`config.mk`:
```
export PLATFORM = sky130hd
export DESIGN_NAME = caf_front
export DESIGN_NICKNAME = d
export VERILOG_FILES = /design/src/rtl/core/caf_pkg.sv /design/src/rtl/core/caf_front.sv
export SDC_FILE = /design/constraint.sdc
export NUM_CORES = 1
export LEC_CHECK = 0
export ABC_AREA = 1
export BUFFER_PORTS_ARGS = -buffer_cell sky130_fd_sc_hd__buf_2
export CAP_MARGIN = 20
export CORE_ASPECT_RATIO = 0.7
export CORE_MARGIN = 2
export CORE_UTILIZATION = 60
export DETAILED_ROUTE_END_ITERATION = 12
export PLACE_DENSITY_LB_ADDON = 0.2
export SYNTH_ARGS = -nofsm -noshare
export SYNTH_HDL_FRONTEND = slang
export SYNTH_SLANG_ARGS = --single-unit
```
`constraint.sdc`:
```
create_clock -name clk -period 14.6 [get_ports clk]
set_clock_uncertainty 0.05 [all_clocks]
set_input_delay 2.19 -clock clk [delete_from_list [all_inputs] [get_ports clk]]
set_output_delay 2.19 -clock clk [all_outputs]
set_load 0.005 [all_outputs]
```
`src/rtl/core/caf_pkg.sv`:
```
package caf_pkg;

	localparam int CW = 34;
	localparam int ATAN_N = 24;
	localparam int ATAN_IW = 5;
	localparam int QDEPTH = 2;

	localparam logic signed [CW-1:0] PI_Q30 = 34'sd3373259426;
	localparam logic signed [CW-1:0] HALF_PI_Q30 = 34'sd1686629713;
	localparam logic signed [CW-1:0] CORDIC_GAIN_Q30 = 34'sd652032874;
	localparam logic signed [31:0] COS_FLOOR_Q30 = 32'sd16777216;
	localparam logic [31:0] DIV_SEED = 32'd8388608;
	localparam logic [15:0] ALPHA_ONE = 16'd32768;
	localparam logic signed [47:0] Q13_MAX = 48'sd25736;
	localparam logic [15:0] GAIN_RESET = 16'd3277;
	localparam logic [4:0] SQ_LAST = 5'd23;
	localparam logic [4:0] DV_LAST = 5'd30;

	localparam logic [31:0] ATAN_TAB [ATAN_N] = '{
		32'd843314857, 32'd497837829, 32'd263043837, 32'd133525159,
		32'd67021687,  32'd33543516,  32'd16775851,  32'd8388437,
		32'd4194283,   32'd2097149,   32'd1048576,   32'd524288,
		32'd262144,    32'd131072,    32'd65536,     32'd32768,
		32'd16384,     32'd8192,      32'd4096,      32'd2048,
		32'd1024,      32'd512,       32'd256,       32'd128
	};

	typedef struct packed {
		logic signed [15:0] gyro_roll_rate;
		logic signed [15:0] gyro_pitch_rate;
		logic signed [15:0] gyro_yaw_rate;
		logic signed [15:0] accel_x;
		logic signed [15:0] accel_y;
		logic signed [15:0] accel_z;
		logic [15:0] sample_period;
	} in_item_t;

	typedef struct packed {
		logic signed [15:0] roll_angle;
		logic signed [15:0] pitch_angle;
		logic signed [15:0] yaw_angle;
	} out_item_t;

	typedef struct packed {
		in_item_t item;
		logic [31:0] sum;
		logic [30:0] tilt;
		logic sat;
		logic zero;
	} qent_t;

	typedef struct packed {
		logic start;
		logic vec;
	} cor_ctl_t;

	typedef enum logic [4:0] {
		B_IDLE, B_RT1, B_CV1_GO, B_CV1_W, B_RT2, B_CV2_GO, B_CV2_W,
		B_CR1_GO, B_CR1_W, B_CR2_GO, B_CR2_W,
		B_M1, B_M2, B_M3, B_M4, B_DIV, B_M5, B_M6, B_M7,
		B_B1, B_B2, B_B3, B_B4, B_B5, B_B6, B_B7, B_DONE
	} bk_state_t;

	function automatic logic signed [15:0] to_q13(input logic signed [47:0] v);
		logic signed [47:0] t;
		t = (v + 48'sd65536) >>> 17;
		if (t > Q13_MAX) begin
			t = Q13_MAX;
		end else if (t < -Q13_MAX) begin
			t = -Q13_MAX;
		end
		to_q13 = t[15:0];
	endfunction

endpackage

```
`src/rtl/core/caf_front.sv`:
```
module caf_front #(
	parameter int GRAVITY = 10042
) (
	input  logic             clk,
	input  logic             arst_n,
	input  logic             in_valid,
	output logic             in_ready,
	input  caf_pkg::in_item_t in_item,
	output logic             ent_valid,
	input  logic             ent_ready,
	output caf_pkg::qent_t   ent
);
	import caf_pkg::*;

	localparam logic signed [16:0] G_S = 17'(GRAVITY);
	localparam logic [30:0] G_SQ = 31'(GRAVITY * GRAVITY);

	logic fr_valid_q;
	qent_t fr_ent_q, cls;
	logic signed [31:0] ax32, az32, axsq, azsq;
	logic signed [16:0] ax17;

	assign ax32 = 32'(in_item.accel_x);
	assign az32 = 32'(in_item.accel_z);
	assign ax17 = 17'(in_item.accel_x);
	assign axsq = ax32 * ax32;
	assign azsq = az32 * az32;

	always_comb begin
		cls.item = in_item;
		cls.sum = 32'(axsq) + 32'(azsq);
		cls.sat = (ax17 >= G_S) || (ax17 <= -G_S);
		cls.tilt = cls.sat ? 31'd0 : (G_SQ - axsq[30:0]);
		cls.zero = (cls.sum == 32'd0) && (in_item.accel_y == 16'sd0);
	end

	assign in_ready = !fr_valid_q || ent_ready;
	assign ent_valid = fr_valid_q;
	assign ent = fr_ent_q;

	always_ff @(posedge clk or negedge arst_n) begin
		if (!arst_n) begin
			fr_valid_q <= 1'b0;
		end else if (in_valid && in_ready) begin
			fr_valid_q <= 1'b1;
		end else if (ent_ready) begin
			fr_valid_q <= 1'b0;
		end
	end

	always_ff @(posedge clk) begin
		if (in_valid && in_ready) begin
			fr_ent_q <= cls;
		end
	end

endmodule

```
==> summary.md <==
### Detailed routing
* **final routed DRC violation total** 0
* **length of the first detailed-routing pass in iterations** 5
* **count of routing violations after the opening detailed-route iteration** 1561
* **vias post-DR** 18.7k
* **routed len/inst** 17.8 µm
* **Detailed Route WL** 64.0 mm
* **via/cell ratio** 5.19
* **remaining antenna violation count after routing** 0

### Timing
* **final setup fails** 0
* **worst slew slack as a fraction of its limit** 34.2%
* **final max-slew violation count** 0
* **number of hold violations in the final report** 0
* **fin crit share** 89.6%
* **Tmin final** 13080 ps
* **setup total negative slack** 0 ps
* **FMAX** 76.4 MHz
* **worst-margin pin slew** 986 ps
* **unrepaired setup endpoints after global routing** false

### Yosys
* **number of enable-type register cells in the synthesized netlist** 176
* **portion of the post-synthesis area used by sequential elements** 20.5%
* **post-synthesis simple-gate area fraction** 11.7%
* **top cell types by occurrence after synthesis** inv_1 (878), fa_1 (503), nand2_1 (449)
* **nets in the synthesized netlist** 3577
* **cell taking the most area after synthesis** fa_1
* **most used flip-flop cell after synthesis** edfxtp_1
* **number of warnings issued by yosys** 0
* **combinational family with the most area after synthesis** adder cells
* **complex-gate fraction of the synthesized area** 3.43%
* **number of instances in the synthesized netlist** 2772
* **Avg Cell Area, Syn** 9.33 µm²
* **number of distinct standard cells referenced by the synthesized netlist** 48
* **number of storage elements in the synthesis netlist** 177
* **proportion of netlist area held by the largest area contributor** 38.9%
* **parity-gate share of the synthesized area counting xor and xnor cells** 2.55%
* **Post-Syn Area** 25900 µm²
* **leading cell type by number of instances after synthesis** inv_1
* **share of flip-flops with an asynchronous set or reset** 0.565%
* **synthesized-area fraction occupied by adder cells** 47.9%
* **cell types occupying the most area after synthesis** fa_1 (39%), edfxtp_1 (20%), inv_1 (13%)
* **fraction of synthesized area in multiplexers** 0%

### Clocking
* **clock tree root driver cell** clkbuf_16
* **TritonCTS clock tree** built
* **Resize count post-CTS** 0
* **total clock buffers created by CTS** 17
* **clock sink count** 177
* **clock slew seen by the registers of the worst setup and hold paths** 80 ps
* **postcts setup bufs** 0
* **worst-skew pair later-pin latency** 470 ps
* **Hold-fix buffers, CTS** 0
* **htree depth** 4
* **worst-case clock buffer depth** 2

### Finish
* **area delta synth->final** 9.92%
* **FF/Latch Area** 5310 µm²
* **Total Nets Final** 3827
* **fraction of final layout cells with drive strength greater than 1** 12.7%
* **count of fill cells added during filler insertion** 3469
* **combined area of the multi-input logic cells** 17000 µm²

### Die
* **I/O Pins** 295
* **Core Footprint** 42400 µm²
* **height of the chip** 178 µm
* **initial core utilization** 61.0%
* **Die Area** 44800 µm²
* **die span in x** 252 µm
* **number of placement rows** 63

### Global routing
* **number of antenna violations at the first check in global routing** 5
* **number of global-route vias before repair** 20.3k
* **global route total overflow** 0
* **largest net degree at the start of global routing** 77
* **global-route wire length before repair** 105 mm
* **combined global-route utilization of all metal layers** 30.9%

### Run
* **count of max-cap constraint violations** 0

### Place
* **RD Place Congestion** 0.953
* **IO buf count** 294
* **total half-perimeter wirelength after legalization and detailed placement** 54.0 mm

### Critical path
* **Top Family by Delay on Critical Path** adder cells
* **max incr delay on CP** 670 ps
* **launching point of the worst reg2reg path** ent_valid$_DFFE_PN0P_
* **start point of the critical path** in_item[63]
* **maximum fanout along the worst path** 25
* **slowest cell on the critical path** o21ai_0
* **CP Capture Type** flop
* **data required time of the critical path** 14880 ps
* **Arr. time, crit path** 13360 ps
* **critical path type** input pin to flop
* **Crit path buffers/inverters** 9
* **element type at the critical path start** input pin

### Min path
* **worst hold path startpoint** ent_valid$_DFFE_PN0P_
* **Hold Path Class** flop to flop

### Status
* **result of the run** completed

[stage by stage]
stage	setup WS (ps)	instances	area [µm²]	utilization [%]	hold WS (ps)
finish	1520	3592	28400	67.1	617
global route	979	3592	28400	67.1	645
CTS	1920	3587	28400	67.0	615
detailed placement	1430	3555	27800	65.6	594
global placement	1660	3555	27800	65.6	588
floorplan	3080	2772	25900	-	478
[logic make-up (layout without fill, tap and decap cells)]
kind of cell	Yosys count	count (layout)
DFF	177	177
other	0	5
AOI/OAI and AO/OA	159	159
and+or+nand+nor	726	726
xor gates and xnor gates	69	69
adders and majority gates	689	689
buffers and inverters	952	1215
[tightest hold or removal path, delay by kind of cell (launching register included)]
family | cells | cell delay, ps
flops | 1 | 470
simple gates | 2 | 170
[state kept, by name, indices dropped and copies added, names as in the netlist]
name,flops
ent,176
ent_valid,1
[cell type report]
| class | count | area share (%) |
|---|---|---|
| Multi-Input combinational cell | 1643 | 59.8 |
| Sequential cell | 177 | 18.7 |
| Inverter | 885 | 11.7 |
| Timing Repair Buffer | 298 | 5.28 |
| Tap cell | 552 | 2.43 |
| Clock buffer | 17 | 1.50 |
| Clock inverter | 15 | 0.638 |
| Antenna cell | 5 | 0.0440 |
[cell usage in the layout (no fill, tap or decap), types with 4 or more instances in the layout]
cell type / Yosys / routed
inv_1: 878 / 878
fa_1: 503 / 503
nand2_1: 449 / 449
buf_2: 1 / 294
ha_1: 186 / 186
edfxtp_1: 176 / 176
nor2_1: 138 / 138
a21oi_1: 80 / 79
nand3_1: 56 / 56
o21ai_0: 43 / 43
xor2_1: 34 / 34
xnor2_1: 29 / 29
nand4_1: 21 / 21
nor3_1: 19 / 19
clkbuf_16: 0 / 17
or2_2: 10 / 10
o21bai_1: 10 / 10
nand2_2: 9 / 9
inv_2: 6 / 6
a21o_1: 6 / 6
diode_2: 0 / 5
nand2_4: 5 / 5
o21ai_2: 4 / 4
nor2_2: 4 / 4
xor2_2: 4 / 4
inv_8: 0 / 4
clkinv_8: 0 / 4
buf_4: 1 / 4
[metal layers]
| metal | vias to the layer above | global-route usage [%] | wire length (µm) |
|---|---|---|---|
| met5 | - | 0 | 89 |
| met4 | 3 | 9.12 | 1500 |
| met1 | 9264 | 41.9 | 26700 |
| met2 | 698 | 49.5 | 29600 |
| li1 | 8618 | - | - |
| met3 | 75 | 8.08 | 6150 |
[final timing paths]
check / endpoint / slack, ps / cells after the start
worst min-delay path: ent_valid$_DFFE_PN0P_ / 620 / 2
worst max register to register: ent[53]$_DFFE_PP_ / 12000 / 3
max in group asynchronous: ent_valid$_DFFE_PN0P_ / 12970 / 1
worst max-delay path: ent[0]$_DFFE_PP_ / 1520 / 45
worst min register to register: ent_valid$_DFFE_PN0P_ / 620 / 2
min in group asynchronous: ent_valid$_DFFE_PN0P_ / 1440 / 1
Power is not shown: default switching activity piles up to over one toggle a cycle in this logic, so the estimate is an artifact.
