===== config.mk =====
export PLATFORM = sky130hd
export DESIGN_NAME = caf_queue
export DESIGN_NICKNAME = d
export VERILOG_FILES = /design/src/rtl/core/caf_pkg.sv /design/src/rtl/core/caf_queue.sv
export SDC_FILE = /design/constraint.sdc
export NUM_CORES = 1
export LEC_CHECK = 0
export BUFFER_PORTS_ARGS = -buffer_cell sky130_fd_sc_hd__buf_2
export CORE_ASPECT_RATIO = 1.25
export CORE_MARGIN = 3
export CORE_UTILIZATION = 50
export DETAILED_ROUTE_END_ITERATION = 8
export PLACE_DENSITY = 0.77
export SYNTH_ARGS = -nofsm -noshare
export SYNTH_HDL_FRONTEND = slang
export SYNTH_SLANG_ARGS = --single-unit

===== constraint.sdc =====
create_clock -name clk -period 15.4 [get_ports clk]
set_input_delay 2.31 -clock clk [delete_from_list [all_inputs] [get_ports clk]]
set_output_delay 2.31 -clock clk [all_outputs]
set_load 0.02 [all_outputs]

===== src/rtl/core/caf_pkg.sv =====
package caf_pkg;

	localparam int CW = 34;
	localparam int ATAN_N = 24;
	localparam int ATAN_IW = 5;
	localparam int QDEPTH = 2;

	localparam logic signed [CW-1:0] PI_Q30 = 34'sd3373259426;
	localparam logic signed [CW-1:0] HALF_PI_Q30 = 34'sd1686629713;
	localparam logic signed [CW-1:0] CORDIC_GAIN_Q30 = 34'sd652032874;
	localparam logic signed [31:0] COS_FLOOR_Q30 = 32'sd16777216;
	localparam logic [31:0] DIV_SEED = 32'd8388608;
	localparam logic [15:0] ALPHA_ONE = 16'd32768;
	localparam logic signed [47:0] Q13_MAX = 48'sd25736;
	localparam logic [15:0] GAIN_RESET = 16'd3277;
	localparam logic [4:0] SQ_LAST = 5'd23;
	localparam logic [4:0] DV_LAST = 5'd30;

	localparam logic [31:0] ATAN_TAB [ATAN_N] = '{
		32'd843314857, 32'd497837829, 32'd263043837, 32'd133525159,
		32'd67021687,  32'd33543516,  32'd16775851,  32'd8388437,
		32'd4194283,   32'd2097149,   32'd1048576,   32'd524288,
		32'd262144,    32'd131072,    32'd65536,     32'd32768,
		32'd16384,     32'd8192,      32'd4096,      32'd2048,
		32'd1024,      32'd512,       32'd256,       32'd128
	};

	typedef struct packed {
		logic signed [15:0] gyro_roll_rate;
		logic signed [15:0] gyro_pitch_rate;
		logic signed [15:0] gyro_yaw_rate;
		logic signed [15:0] accel_x;
		logic signed [15:0] accel_y;
		logic signed [15:0] accel_z;
		logic [15:0] sample_period;
	} in_item_t;

	typedef struct packed {
		logic signed [15:0] roll_angle;
		logic signed [15:0] pitch_angle;
		logic signed [15:0] yaw_angle;
	} out_item_t;

	typedef struct packed {
		in_item_t item;
		logic [31:0] sum;
		logic [30:0] tilt;
		logic sat;
		logic zero;
	} qent_t;

	typedef struct packed {
		logic start;
		logic vec;
	} cor_ctl_t;

	typedef enum logic [4:0] {
		B_IDLE, B_RT1, B_CV1_GO, B_CV1_W, B_RT2, B_CV2_GO, B_CV2_W,
		B_CR1_GO, B_CR1_W, B_CR2_GO, B_CR2_W,
		B_M1, B_M2, B_M3, B_M4, B_DIV, B_M5, B_M6, B_M7,
		B_B1, B_B2, B_B3, B_B4, B_B5, B_B6, B_B7, B_DONE
	} bk_state_t;

	function automatic logic signed [15:0] to_q13(input logic signed [47:0] v);
		logic signed [47:0] t;
		t = (v + 48'sd65536) >>> 17;
		if (t > Q13_MAX) begin
			t = Q13_MAX;
		end else if (t < -Q13_MAX) begin
			t = -Q13_MAX;
		end
		to_q13 = t[15:0];
	endfunction

endpackage


===== src/rtl/core/caf_queue.sv =====
module caf_queue (
	input  logic           clk,
	input  logic           arst_n,
	input  logic           push_valid,
	output logic           push_ready,
	input  caf_pkg::qent_t push_ent,
	output logic           pop_valid,
	input  logic           pop_ready,
	output caf_pkg::qent_t pop_ent
);
	import caf_pkg::*;

	localparam int PW = $clog2(QDEPTH);

	qent_t mem [QDEPTH];
	logic [PW-1:0] wr_ptr_q, rd_ptr_q;
	logic [PW:0] cnt_q;
	logic push, pop;

	assign push_ready = cnt_q != (PW+1)'(QDEPTH);
	assign pop_valid = cnt_q != '0;
	assign push = push_valid && push_ready;
	assign pop = pop_valid && pop_ready;
	assign pop_ent = mem[rd_ptr_q];

	always_ff @(posedge clk or negedge arst_n) begin
		if (!arst_n) begin
			wr_ptr_q <= '0;
			rd_ptr_q <= '0;
			cnt_q <= '0;
		end else begin
			if (push) begin
				wr_ptr_q <= (wr_ptr_q == PW'(QDEPTH - 1)) ? '0 : wr_ptr_q + 1'b1;
			end
			if (pop) begin
				rd_ptr_q <= (rd_ptr_q == PW'(QDEPTH - 1)) ? '0 : rd_ptr_q + 1'b1;
			end
			if (push && !pop) begin
				cnt_q <= cnt_q + 1'b1;
			end else if (pop && !push) begin
				cnt_q <= cnt_q - 1'b1;
			end
		end
	end

	always_ff @(posedge clk) begin
		if (push) begin
			mem[wr_ptr_q] <= push_ent;
		end
	end

endmodule


==> qor.yml, run 1 <==
cp-start-kind: "register"
netlist_area_sq_um: 13400
grt.total_usage_pct: 17.3
slew_violations: 0
powerDensity_nw_per_um2: 199
ctsResizeCount: 0
layout.nets: 1133
tightestPinTransition_ns: 1.22
slew_headroom_pct: 18.5
min_from: "cnt_q[1]"
fmax_mhz: 177
hpwl_mm: 17.8
avgSynthCellArea_sq_um: 23.5
pin_count: 360
ys_ff_latch: 358
postCtsSetupRepairBufs: 0
cp_slowest_cell: "dfrtp_4"
cts_hold_buffers: 0
holdPathEnd: "cnt_q[1]"
fin_setup_tns_ns: 0
hold_class: "register to register"
synth_seq_area_share_pct: 80.1
rsz0062_at_grt: "no"
synth.area.top_cells: "edfxtp_1 79%, mux2_4 11%, mux2_2 6.4%, buf_6 1.3%, dfrtp_1 0.75%"
cts_sinks: 358
synth_top_area_cell: "edfxtp_1"
clk_latency_ns: 0.49
r2r_slack_ns: 12.10
crit_path_end_kind: "output pin"
grt_pass1_wl_mm: 38.7
setup_violations: 0
first_pass_iters: 4
power_leakage_uw: 0.00644
gp_congestion: 0.802
num_rows: 66
critPathKind: "register to output pin"
numCtsBuffers: 34
synth.most_common_cell: "edfxtp_1"
clk_pin_slew_ns: 0.06
finClkSkew_ns: 0.00904
dieArea_sq_um: 28800
routedWlPerCell_um: 19.6
place_area_sq_um: 15500
wirelength_mm: 25.8
cts_root_buf: "clkbuf_16"
r2r_start: "cnt_q[0]"
die_w_um: 152
worstPathArrival_ns: 3.34
grt_pass1_vias: 6967
layout-drive-gt1-share_pct: 60.4
slowest_delay_ns: 1.22
ir_drop_uv: 132
grt_max_degree: 79
min_path_cells: 1
period_share_pct: 36.7
synthTopCellsByCount: "354 x edfxtp_1, 101 x mux2_4, 76 x mux2_2"
htree_num_levels: 2
finalHoldViolCount: 0
synth_edf_count: 354
r2r_end: "mem[1][98]"
portBuffers: 359
cap_viol_max_count: 0
crit_chain: "buf_4 > mux2_2 > buf_2"
crit_required_ns: 13.09
synth.distinct_cells: 15
overflow: 0
drtAntennaViolNets: 0
antenna_found_initial: 9
clk_path_buf_depth: 3
first_iter_violations: 326
ys.flop_type: "edfxtp_1"
status: "finished, final reports clean"
yosysWarnings: 0
via_count: 6590
async_flop_share_pct: 1.12
reg2reg_depth: 4
route.detailed.drc: 0
syn_inst: 569
die_h_um: 189
whs_ns: 0.485
start_util_pct: 51.2
core_sq_um: 26200
cp_max_fo: 78
netlist.area_leader.share_pct: 79.4
fin_area_sq_um: 16500
cts_tree: "yes"
synth_fp_nets: 751
fin_crit_ns: 5.65
viasPerCell: 5.01
area_delta_synth_final_pct: 23.2
[routing by layer]
layer	wire, um	GRT usage, %	vias up
li1	-	-	3038
met4	836	6.16	8
met2	13700	31.2	271
met1	9020	18.9	3216
met5	41	0	-
met3	2160	6.17	57
[critical path, delay by kind of cell (launching register included)]
kind | cells | cell delay [ns]
buffers and inverters | 2 | 1.09
flip-flops | 1 | 1.22
multiplexers | 1 | 0.43
[worst max-delay path by stage]
stage,slack (ns),endpoint,cells past startpoint,from
finish,9.75,pop_ent[159],3,rd_ptr_q
global placement,10.25,mem[1][39],4,push_valid
global route,9.57,pop_ent[160],3,rd_ptr_q
CTS,9.70,pop_ent[159],3,rd_ptr_q
floorplan,4.94,mem[0][0],2,push_valid
detailed placement,10.23,mem[1][39],4,push_valid
[per-stage QoR]
| step | worst slack, ns | utilization (%) | total power, uW | instances |
|---|---|---|---|---|
| 4_1_cts | 9.70 | 63.0 | 3330 | 1310 |
| 6_report | 9.75 | 63.0 | 3290 | 1316 |
| 3_5_place_dp | 10.23 | 59.2 | 2580 | 1255 |
| 3_3_place_gp | 10.25 | 59.2 | 2560 | 1255 |
| 5_1_grt | 9.57 | 63.0 | 3440 | 1315 |
| 2_1_floorplan | 4.94 | - | 2300 | 569 |
[state kept, by name, indices dropped and copies added (netlist names)]
register / count
mem: 354
cnt_q: 2
rd_ptr_q: 1
wr_ptr_q: 1
[power by group]
part	internal, uW	total, uW	leakage (uW)	switching [uW]
registers	1330	1430	0.00333	97.8
clock network	435	747	0.000484	312
logic	473	1110	0.00262	636
[area by class of cell]
| class | count | area [sq um] |
|---|---|---|
| timing repair buffer | 366 | 1850 |
| fill | 1850 | 9680 |
| sequential | 358 | 10700 |
| antenna | 6 | 15.0 |
| inverter | 1 | 3.75 |
| clock inverter | 6 | 25.0 |
| multi-input combinational | 190 | 2470 |
| clock buffer | 49 | 971 |
| tap | 340 | 425 |
[cell families after synthesis]
kind of cell | share of synthesized area (%)
buf+inv | 1.48
mux | 17.7
simple gates | 0.252
xor+xnor | 0.327
fa+ha+maj | 0.0934
flops | 80.1
[layout by cell type, fill, tap and decap left out, types with 3 or more instances in the layout]
cell type	netlist	layout
buf_2	5	359
edfxtp_1	354	354
mux2_4	101	101
mux2_2	76	76
clkbuf_16	0	37
clkbuf_1	0	12
buf_4	0	7
diode_2	0	6
clkinv_1	0	4
xnor2_1	3	3
dfrtp_1	4	3
Power figures use the tool's default switching activity.
==> run 2, diff against run 1 <==
==> constraint.sdc (replaced) <==
create_clock -name clk -period 5.51 [get_ports clk]
set_input_delay 0.8265 -clock clk [delete_from_list [all_inputs] [get_ports clk]]
set_output_delay 0.8265 -clock clk [all_outputs]
set_load 0.02 [all_outputs]
==> qor.yml, run 2 (synthesis results as in run 1) <==
status: "finished, final reports clean"
grt.total_usage_pct: 17.1
layout-drive-gt1-share_pct: 61.1
num_rows: 66
multi_input_area_sq_um: 2470
start_util_pct: 51.2
r2r_start: "cnt_q[0]"
rsz0062_at_grt: "no"
die_h_um: 189
clk_pin_slew_ns: 0.06
cp-start-kind: "register"
seq_area_sq_um: 10700
clk_latency_ns: 0.50
area_delta_synth_final_pct: 24.6
crit_start: "rd_ptr_q"
gp_congestion: 0.754
fin_area_sq_um: 16700
fmax_mhz: 301
pin_count: 360
slew_violations: 0
place_area_sq_um: 15500
fin_setup_tns_ns: 0
critPathKind: "register to output pin"
setup_violations: 0
ir_drop_uv: 359
cts_root_buf: "clkbuf_16"
cp_max_fo: 52
layout.nets: 1134
cts_hold_buffers: 0
via_count: 6621
powerDensity_nw_per_um2: 564
final_cell_mix: "359 x buf_2, 354 x edfxtp_1, 101 x mux2_4"
numCtsBuffers: 35
finClkSkew_ns: 0.0161
hold_class: "primary input to asynchronous set/reset pin"
slew_headroom_pct: 28.4
die_w_um: 152
largest_reg_flops: 354
first_pass_iters: 4
wirelength_mm: 25.3
portBuffers: 359
power_leakage_uw: 0.00652
grt_pass1_vias: 7187
grt_max_degree: 96
htree_num_levels: 2
route.detailed.drc: 0
ctsResizeCount: 0
cts_tree: "yes"
top_regs: "mem (354), cnt_q (2)"
top_register: "mem"
overflow: 0
cts_sinks: 358
period_share_pct: 60.3
cap_viol_max_count: 0
finalHoldViolCount: 0
nFillCells: 1850
worstPathArrival_ns: 2.50
tightestPinTransition_ns: 1.07
total_power_uw: 9410
mostFrequentLayoutCell: "buf_2"
first_iter_violations: 275
postCtsSetupRepairBufs: 0
grt_pass1_wl_mm: 38.6
setup_ws_ns: 2.19
clk_path_buf_depth: 3
core_sq_um: 26200
fin_crit_ns: 3.32
antenna_found_initial: 8
crit_required_ns: 4.68
pre_cts_ws_ns: 2.71
hpwl_mm: 17.3
drtAntennaViolNets: 0
crit_path_end_kind: "output pin"
dieArea_sq_um: 28800
viasPerCell: 4.99
routedWlPerCell_um: 19.1
==> run 2: layout make-up <==
class | instances | share of cell area [%]
diodes | 9 | 0.135
clock buffers | 42 | 5.66
clock inverters | 20 | 1.12
inverters | 1 | 0.0225
multi-input cells | 190 | 14.8
flip-flops and latches | 358 | 64.3
well taps | 340 | 2.55
repair buffers | 366 | 11.4
==> run 2: worst max-delay path: stages (launching register included) <==
cell and delay, ns:
dfrtp_4 0.65, buf_4 0.68, mux2_2 0.43, buf_2 0.16
==> run 2: routing by layer <==
metal	vias to the layer above	global-route usage, %	wire, um
li1	3056	-	-
met1	3241	18.0	8580
met2	258	31.7	13900
met3	64	5.14	1870
met4	2	7.44	981
met5	-	0	13
==> run 2: power by group <==
| group | internal, uW | switching (uW) |
|---|---|---|
| Clock | 1370 | 938 |
| Combinational | 1330 | 1880 |
| Sequential | 3720 | 172 |
| Total | 6430 | 2990 |
==> run 2: worst paths after layout <==
path / endpoint / slack [ns] / cells after the start
worst max-delay path: pop_ent[24] / 2.19 / 3
worst min-delay path: wr_ptr_q / 0.13 / 1
worst max register to register: mem[0][57] / 3.08 / 4
worst min register to register: cnt_q[1] / 0.50 / 1
max in group asynchronous: rd_ptr_q / 5.23 / 1
min in group clk: cnt_q[1] / 0.50 / 1
==> run 2: metrics by stage <==
stage          hold slack, ns  std cells  util, %
3_3_place_gp            0.476       1255     59.4
3_5_place_dp            0.487       1255     59.4
4_1_cts                 0.108       1317     63.7
6_report                0.129       1326     63.8
5_1_grt                 0.106       1324     63.7
2_1_floorplan           0.456        569        -
